[config.mk]
export PLATFORM = sky130hd
export DESIGN_NAME = kt_ctrl
export DESIGN_NICKNAME = d
export VERILOG_FILES = /design/src/sv/kt_pkg.sv /design/src/sv/kt_ctrl.sv
export SDC_FILE = /design/constraint.sdc
export NUM_CORES = 1
export LEC_CHECK = 0
export CORE_AREA = 2 2 39 41
export CTS_CLUSTER_SIZE = 30
export DETAILED_ROUTE_END_ITERATION = 8
export DIE_AREA = 0 0 41 43
export DONT_BUFFER_PORTS = 1
export PLACE_DENSITY = 0.65
export SYNTH_ARGS = -nofsm -noshare
export SYNTH_HDL_FRONTEND = slang
export SYNTH_SLANG_ARGS = --single-unit
[constraint.sdc]
create_clock -name clk_i -period 1.6 [get_ports clk_i]
set_input_delay 0.32 -clock clk_i [delete_from_list [all_inputs] [get_ports clk_i]]
set_output_delay 0.32 -clock clk_i [all_outputs]
set_load 0.05 [all_outputs]
[src/sv/kt_pkg.sv]
// Shared types, constants and helpers for the Kalman tilt filter.
package kt_pkg;

  localparam int unsigned CFG_IDX_W = 8;
  localparam logic [CFG_IDX_W-1:0] CFG_TIME_STEP = 8'd0;
  localparam logic [CFG_IDX_W-1:0] CFG_ANGLE_NOISE = 8'd1;
  localparam logic [CFG_IDX_W-1:0] CFG_BIAS_NOISE = 8'd2;
  localparam logic [CFG_IDX_W-1:0] CFG_MEASURE_NOISE = 8'd3;

  localparam logic [23:0] TIME_STEP_RST = 24'd419430;
  localparam logic [30:0] ANGLE_NOISE_RST = 31'd16777;
  localparam logic [30:0] BIAS_NOISE_RST = 31'd50332;
  localparam logic [30:0] MEASURE_NOISE_RST = 31'd503316;
  localparam logic signed [31:0] ONE_Q24 = 32'sh0100_0000;

  localparam int unsigned NUM_W = 56;
  localparam int unsigned DEN_W = 34;

  typedef enum logic [4:0] {
    CMD_NOP, CMD_LOAD, CMD_RATE, CMD_M_DT_RATE, CMD_ANG_P, CMD_M_DT_PBB, CMD_S,
    CMD_M_S_HI, CMD_M_S_LO, CMD_PRED, CMD_DEN, CMD_DIV0, CMD_K0, CMD_DIV1, CMD_K1,
    CMD_Y, CMD_M_K0Y, CMD_ANG_C, CMD_M_K1Y, CMD_BIA_C, CMD_M_K1PAA, CMD_W_PBA,
    CMD_M_K0PAA, CMD_W_PAA, CMD_M_K1PAB, CMD_W_PBB, CMD_M_K0PAB, CMD_W_PAB, CMD_OUT
  } cmd_e;

  typedef struct packed {
    logic take;
    cmd_e op;
  } kt_cmd_t;

  typedef struct packed {
    logic ch_ok;
    logic den_zero;
    logic div_done;
  } kt_stat_t;

  function automatic logic signed [31:0] sat32(input logic signed [67:0] v);
    if (v > 68'sd2147483647) begin
      return 32'sh7fff_ffff;
    end else if (v < -68'sd2147483648) begin
      return 32'sh8000_0000;
    end else begin
      return v[31:0];
    end
  endfunction

endpackage

[src/sv/kt_ctrl.sv]
// Sequencer that steps the datapath through one filter update per request.
module kt_ctrl (
  input  logic              clk_i,
  input  logic              rst_ni,
  input  logic              in_valid_i,
  output logic              in_ready_o,
  output logic              out_valid_o,
  input  logic              out_ready_i,
  input  kt_pkg::kt_stat_t  stat_i,
  output kt_pkg::kt_cmd_t   cmd_o
);

  typedef enum logic [1:0] {S_IDLE, S_RUN, S_DIV, S_HOLD} state_e;

  state_e         state_q;
  kt_pkg::cmd_e   op_q, op_nxt;
  logic           out_valid_q;

  assign op_nxt = kt_pkg::cmd_e'(5'(op_q) + 5'd1);

  always_ff @(posedge clk_i or negedge rst_ni) begin
    if (!rst_ni) begin
      state_q     <= S_IDLE;
      op_q        <= kt_pkg::CMD_NOP;
      out_valid_q <= 1'b0;
    end else begin
      if (out_valid_q && out_ready_i) begin
        out_valid_q <= 1'b0;
      end
      case (state_q)
        S_IDLE: begin
          if (in_valid_i) begin
            state_q <= S_RUN;
            op_q    <= kt_pkg::CMD_LOAD;
          end
        end
        S_RUN: begin
          if (op_q == kt_pkg::CMD_OUT) begin
            state_q     <= S_IDLE;
            out_valid_q <= 1'b1;
          end else if (op_q == kt_pkg::CMD_LOAD && !stat_i.ch_ok) begin
            op_q    <= kt_pkg::CMD_OUT;
            state_q <= S_HOLD;
          end else if (op_q == kt_pkg::CMD_DIV0 && stat_i.den_zero) begin
            op_q <= kt_pkg::CMD_Y;
          end else begin
            op_q <= op_nxt;
            if (op_q == kt_pkg::CMD_DIV0 || op_q == kt_pkg::CMD_DIV1) begin
              state_q <= S_DIV;
            end else if (op_nxt == kt_pkg::CMD_OUT) begin
              state_q <= S_HOLD;
            end
          end
        end
        S_DIV: begin
          if (stat_i.div_done) begin
            state_q <= S_RUN;
          end
        end
        S_HOLD: begin
          if (!out_valid_q || out_ready_i) begin
            state_q <= S_RUN;
          end
        end
        default: state_q <= S_IDLE;
      endcase
    end
  end

  assign in_ready_o  = (state_q == S_IDLE);
  assign out_valid_o = out_valid_q;
  assign cmd_o.take  = in_valid_i && (state_q == S_IDLE);
  assign cmd_o.op    = (state_q == S_RUN) ? op_q : kt_pkg::CMD_NOP;

endmodule

==> flow_metrics.tcl, run 1 <==
set metrics [dict create \
    die_height_um 43 \
    area_delta_synth_final_pct 40.67 \
    fmax_ghz 0.6383 \
    synth-compound-area-share 0.2516 \
    final-setup-viol-count 0 \
    ffs_latches_synth 8 \
    max_cap_viol_count 0 \
    synth_fp_nets 80 \
    synth-simple-area-share 0.2621 \
    insertedDiodeCount 0 \
    max-clock-path-buffers 2 \
    dieWidth_um 41 \
    criticalPathCategory "reg2out" \
    syn-mean-instance-area_um2 8.526 \
    grt_setup_unrepaired "true" \
    dieArea_mm2 0.001763 \
    yosys.area_share.xor_xnor 0 \
    seq_area_frac_synth 0.3354 \
    std_cell_rows 14 \
    place_inst 97 \
    globalRoute.totalOverflow 0 \
    grt_pass1_vias 501 \
    synth_top_family_by_area "simple AND/OR/NAND/NOR gates" \
    route.final.wire_length_um 1428 \
    timing.clock.skew_ns 0.004493 \
    final.min_clock_period_ns 1.567 \
    crit_chain "nor2b_1 > buf_4 > and2_4 > buf_12" \
    design.final.nets 101 \
    critical_path.max_stage_delay_ns 0.40 \
    endpoint_kind "output port" \
    synthCells 70 \
    placeableCoreArea_mm2 0.001384 \
    place.gp.congestion 0.7976 \
    critPathRequiredTime_ns 1.28 \
    clk_pin_slew_ns 0.05 \
    synth.lib_cells_used.distinct 29 \
    total_of_buffers_placed_on_input_and_output_ports 0 \
    final_hold_viol_count 0 \
    worstSkewPairLatency_ns 0.25 \
    grt_pass1_wl_um 2201 \
    hpwlAfterDp_um 1029 \
    tightestPinTransition_ns 0.4973 \
    outcome "finished clean" \
    cts-root-buf "sky130_fd_sc_hd__clkbuf_4" \
    antenna_found_initial 0 \
    synthesized_area_fraction_occupied_by_adder_cells 0.06289 \
    portion_of_netlist_area_occupied_by_mux_cells 0 \
    maximum_number_of_pins_on_one_net_before_global_route_repair 10 \
    drcViolationCount 0 \
    netlist_area_um2 596.8 \
    cts-buffers-inserted 3 \
    drt_pre_antenna_iters 4 \
    antenna_left 0 \
    min-delay-path-class "in2reg" \
    gr-usage-all-layers 0.1864 \
    worstSetupStartpointType "flop" \
    clock-sinks 8 \
    initial_utilization 0.4313 \
    critPathArrivalTime_ns 1.25 \
    slowest_stage "sky130_fd_sc_hd__dfrtp_2" \
    drt_iter0_drcs 9 \
    cp_max_fo 9 \
    cts_tree "done" \
    post_layout_nonfiller_instances 105 \
    detail_route.vias_per_cell 5.438 \
    report.final.slew_viol_count 0 \
    fin_util 0.6067 \
    h-tree-depth 1 \
    top_level_ports 15 \
    slew-limit-headroom 0.6685 \
    number_of_synthesis_warnings 0 \
    final_layout_size_suffix_gt1_frac 0.3820 \
    period_share 0.9791 \
    routed-via-count 571 \
    routed_wire_length_per_instance_um 13.60 \
]
==> layer usage <==
metal	wire length (µm)	share of wire	up-vias	global-route usage
li1	-	-	288	-
met1	634	0.44	273	0.2559
met2	737	0.52	10	0.2844
met3	55	0.039	0	0.05236
met4	0	0	0	0.04000
met5	0	0	-	0
==> repair_timing <==
action,in CTS,in global routing
resized for setup,3,6
endpoints found under the hold margin,8,0
endpoints found under the setup margin,6,7
pin swaps,0,4
hold buffers,1,0
setup buffers,1,3
==> cells in the mapped netlist <==
cell                       instances  area, µm²
sky130_fd_sc_hd__and2_2            1      7.510
sky130_fd_sc_hd__a211oi_1          4      30.03
sky130_fd_sc_hd__a31oi_1           1      6.260
sky130_fd_sc_hd__buf_4             2      15.01
sky130_fd_sc_hd__and2_1            4      25.02
sky130_fd_sc_hd__nand4_1           1      6.260
sky130_fd_sc_hd__nor2b_1           4      25.02
sky130_fd_sc_hd__nor3_1            2      10.01
sky130_fd_sc_hd__and3_1            1      6.260
sky130_fd_sc_hd__a21oi_1           4      20.02
sky130_fd_sc_hd__o21ai_0           2      10.01
sky130_fd_sc_hd__o211ai_1          1      7.510
sky130_fd_sc_hd__nor3b_1           1      7.510
sky130_fd_sc_hd__dfrtp_1           8      200.2
sky130_fd_sc_hd__a22o_1            1      8.760
sky130_fd_sc_hd__o21ai_2           2      17.52
sky130_fd_sc_hd__o21ai_1           1      5.000
sky130_fd_sc_hd__inv_1             7      26.28
sky130_fd_sc_hd__nor2_1            5      18.77
sky130_fd_sc_hd__nor2_4            1      11.26
sky130_fd_sc_hd__o31ai_1           2      15.01
sky130_fd_sc_hd__nand3_1           1      5.000
sky130_fd_sc_hd__o22ai_1           2      12.51
sky130_fd_sc_hd__a211o_1           2      17.52
sky130_fd_sc_hd__buf_6             1      11.26
sky130_fd_sc_hd__nand3b_1          1      7.510
sky130_fd_sc_hd__nand2_1           4      15.01
sky130_fd_sc_hd__ha_1              3      37.54
sky130_fd_sc_hd__or4_4             1      11.26
==> stage by stage <==
stage / setup WS, ns / TNS [ns] / hold WS (ns) / cell area, µm²
2_1_floorplan: 0.01522 / 0 / 0.02441 / 601.8
3_3_place_gp: 0.08229 / 0 / 0.02460 / 750.7
3_5_place_dp: -0.01070 / -0.01070 / 0.02468 / 750.7
4_1_cts: 0.0008513 / 0 / 0.2836 / 799.5
5_1_grt: -0.008876 / -0.01036 / 0.2851 / 839.6
6_report: 0.03339 / 0 / 0.2874 / 839.6
==> cell families (layout without fill, tap and decap cells) <==
logic type,after synthesis,after routing
DFF,8,8
adders and majority gates,3,3
and+or+nand+nor,27,27
AOI/OAI and AO/OA,22,22
buffers and inverters,10,29
==> flip-flops by register name, indices dropped and copies added, names as in the netlist <==
signal,flops
op_q,5
state_q,2
out_valid_o,1
==> worst paths after layout <==
path / startpoint / end / slack [ns] / depth (start not counted)
max in group asynchronous: rst_ni / state_q[0] / 0.89 / 1
min: stat_i[0] / state_q[0] / 0.29 / 2
max: state_q[0] / cmd_o[0] / 0.03 / 4
min in group asynchronous: rst_ni / op_q[4] / 0.42 / 1
max reg2reg: op_q[2] / op_q[4] / 0.04 / 4
min reg2reg: op_q[3] / op_q[3] / 0.60 / 2
==> worst max-delay path: cells and delay by family, from the launching register on <==
family | cells | cell delay (ns)
AND/OR/NAND/NOR | 2 | 0.29
flip-flops | 1 | 0.40
buffers and inverters | 2 | 0.31
==> cells in the final DEF (no fill, tap or decap), drive strengths merged, types with 3 or more instances in the layout <==
master  Yosys  layout
nor2        6       6
buf         3      18
inv         7       7
ha          3       3
o21ai       5       5
dfrtp       8       8
clkbuf      0       3
a21oi       4       4
and2        5       5
a211oi      4       4
nand2       4       4
nor2b       4       4
==> area by class of cell <==
class / count / area (µm²)
Inverter: 7 / 26.28
Clock buffer: 3 / 22.52
Tap cell: 16 / 20.02
Multi-Input combinational cell: 52 / 372.9
Fill cell: 120 / 544.3
Sequential cell: 8 / 202.7
Timing Repair Buffer: 19 / 195.2
Power of run 1 is left out: the tool's default activity adds up to more than one toggle a clock period on the data nets, which glitch-free logic cannot reach.
==> inputs of run 2 (changes only) <==
- ABC_AREA: default -> 1
- PLACE_DENSITY: 0.65 -> 0.66
==> flow_metrics.tcl, run 2 <==
set metrics [dict create \
    ffs_latches_synth 8 \
    synth.area.top_cells "sky130_fd_sc_hd__dfrtp_1 (33%), sky130_fd_sc_hd__nand2_1 (14%), sky130_fd_sc_hd__inv_1 (9.9%)" \
    netlist_area_um2 606.8 \
    fmax_ghz 0.6468 \
    total_of_buffers_placed_on_input_and_output_ports 0 \
    number_of_synthesized_flops_with_an_enable_pin 0 \
    synth_top_area_share 0.3299 \
    placeableCoreArea_mm2 0.001384 \
    critPathArrivalTime_ns 1.23 \
    setup-tns-final_ns 0 \
    report.final.slew_viol_count 0 \
    final_hold_viol_count 0 \
    std_cell_rows 14 \
    synth_async_sr_flop_share 1.000 \
    globalRoute.totalOverflow 0 \
    max-clock-path-buffers 2 \
    design.final.nets 116 \
    most_common_cell_after_layout_fill_and_taps_aside "sky130_fd_sc_hd__nand2_1" \
    yosys.area_share.xor_xnor 0.02887 \
    fin_util 0.5651 \
    placement.cell_area_um2 716.9 \
    syn-mean-instance-area_um2 6.818 \
    cts-root-buf "sky130_fd_sc_hd__clkbuf_4" \
    tightestPinTransition_ns 0.3573 \
    dieWidth_um 41 \
    synthesized_area_fraction_occupied_by_adder_cells 0.06186 \
    largest-register "op_q" \
    post-route-cell-area_um2 782.0 \
    crit_chain "nor2_4 > inv_2 > nor2_1 > buf_6" \
    worstSkewPairLatency_ns 0.25 \
    cts-buffers-inserted 3 \
    period_share 0.9663 \
    die_height_um 43 \
    clk_pin_slew_ns 0.06 \
    routed_wire_length_per_instance_um 12.14 \
    slowest_stage "sky130_fd_sc_hd__dfrtp_1" \
    drcViolationCount 0 \
    endpoint_kind "output port" \
    grt_pass1_wl_um 2194 \
    route.final.wire_length_um 1457 \
    cts_tree "done" \
    final.min_clock_period_ns 1.546 \
    synthFlopType "sky130_fd_sc_hd__dfrtp_1" \
    gr-usage-all-layers 0.1866 \
    detail_route.vias_per_cell 5.050 \
    seq_area_frac_synth 0.3299 \
    area_delta_synth_final_pct 28.87 \
    synthCells 89 \
    largest_reg_flops 5 \
    final-setup-viol-count 0 \
    synth.lib_cells_used.distinct 18 \
    cp_max_fo 6 \
    h-tree-depth 1 \
    drt_pre_antenna_iters 4 \
    grt_pass1_vias 562 \
    peakVddDrop_mv 1.109 \
    maximum_number_of_pins_on_one_net_before_global_route_repair 9 \
    power_density_mw_per_mm2 2333 \
    synth_top_family_by_area "simple AND/OR/NAND/NOR gates" \
    outcome "finished clean" \
    worstSetupStartpointType "flop" \
    synthTopCellsByCount "sky130_fd_sc_hd__nand2_1 (23), sky130_fd_sc_hd__inv_1 (16), sky130_fd_sc_hd__nor2_1 (10)" \
    timing.clock.skew_ns 0.006838 \
    criticalPathCategory "reg2out" \
    cellLeakagePower_nw 0.4176 \
    antenna_left 0 \
    initial_utilization 0.4385 \
    hpwlAfterDp_um 1126 \
    final_layout_size_suffix_gt1_frac 0.2596 \
    dieArea_mm2 0.001763 \
    min-delay-path-class "in2reg" \
    critPathRequiredTime_ns 1.28 \
    synth-compound-area-share 0.1381 \
    clock-sinks 8 \
    portion_of_netlist_area_occupied_by_mux_cells 0 \
    place.gp.congestion 0.9078 \
    number_of_synthesis_warnings 0 \
    cp_top_family "flip-flops" \
    placement.setup.worst_slack_ns 0.1549 \
    dominant_cell_type_by_area_after_synthesis "sky130_fd_sc_hd__dfrtp_1" \
    critical_path.max_stage_delay_ns 0.43 \
    final_critical_path_setup_slack_ns 0.05396 \
    place_inst 113 \
    worst-path-buf-inv 2 \
    synth_fp_nets 99 \
    drt_iter0_drcs 7 \
    synth-simple-area-share 0.3423 \
    routed-via-count 606 \
    mostFrequentLayoutCells "sky130_fd_sc_hd__nand2_1 (22), sky130_fd_sc_hd__inv_1 (14), sky130_fd_sc_hd__nor2_1 (8), sky130_fd_sc_hd__dfrtp_1 (8), sky130_fd_sc_hd__buf_4 (7)" \
    post_layout_nonfiller_instances 120 \
    insertedDiodeCount 0 \
    antenna_found_initial 0 \
    slew-limit-headroom 0.7610 \
    max_cap_viol_count 0 \
    synth_most_common_cell "sky130_fd_sc_hd__nand2_1" \
    top_level_ports 15 \
]
==> run 2: repair_timing <==
| item | in CTS | in global routing |
|---|---|---|
| gates resized for setup | 3 | 2 |
| pin swaps | 1 | 2 |
| hold endpoints to repair | 8 | 0 |
| setup endpoints to repair | 5 | 7 |
| cloned | 0 | 0 |
| hold buffers | 1 | 0 |
| setup buffers | 1 | 2 |
==> run 2: path summary, 6_finish.rpt <==
kind | start | end | slack, ns | cells past startpoint
worst min-delay path | out_ready_i | out_valid_o | 0.25 | 3
max in group asynchronous | rst_ni | op_q[2] | 0.92 | 1
min in group asynchronous | rst_ni | op_q[0] | 0.41 | 1
worst min register to register | out_valid_o | out_valid_o | 0.51 | 2
worst max-delay path | state_q[1] | cmd_o[3] | 0.05 | 4
worst max register to register | op_q[0] | op_q[2] | 0.13 | 8
==> run 2: stage by stage <==
stage / hold WS, ns / power (W)
final: 0.2469 / 0.001825
after detailed placement: 0.02456 / 0.001575
after CTS: 0.2524 / 0.001775
after global placement: 0.02455 / 0.001545
after global routing: 0.2707 / 0.001969
after floorplan: 0.02441 / 0.001239
==> run 2: final cells by class <==
cell class	instances	area [µm²]
clock buffers	3	22.52
well taps	16	20.02
fillers	143	601.8
flip-flops and latches	8	200.2
inverters	16	60.06
repair buffers	12	125.1
multi-input cells	65	354.1
==> run 2: worst min-delay path, delay by kind of cell <==
kind / cells / cell delay, ns
buffers and inverters: 1 / 0.02
AND/OR/NAND/NOR: 2 / 0.12
==> run 2: kinds of logic (layout without fill, tap and decap cells) <==
group / Yosys count / after routing
and+or+nand+nor: 46 / 46
adders and majority gates: 3 / 3
xor gates and xnor gates: 2 / 2
DFF: 8 / 8
buffers and inverters: 16 / 31
AOI/OAI and AO/OA: 14 / 14
==> run 2: per-layer routing <==
layer	GRT usage	part of all wire	vias up
li1	-	-	305
met2	0.3219	0.56	17
met1	0.1860	0.38	282
met3	0.06283	0.048	2
met5	0	0	-
met4	0.08667	0.010	0
==> run 2: power breakdown <==
part / switching [W] / total [W] / internal [W]
combinational: 0.000807 / 0.00127 / 0.000467
clock: 0.0000663 / 0.000152 / 0.0000857
sequential: 0.000110 / 0.000398 / 0.000288
total: 0.000984 / 0.00182 / 0.000841
(Power assumes the default switching activity.)
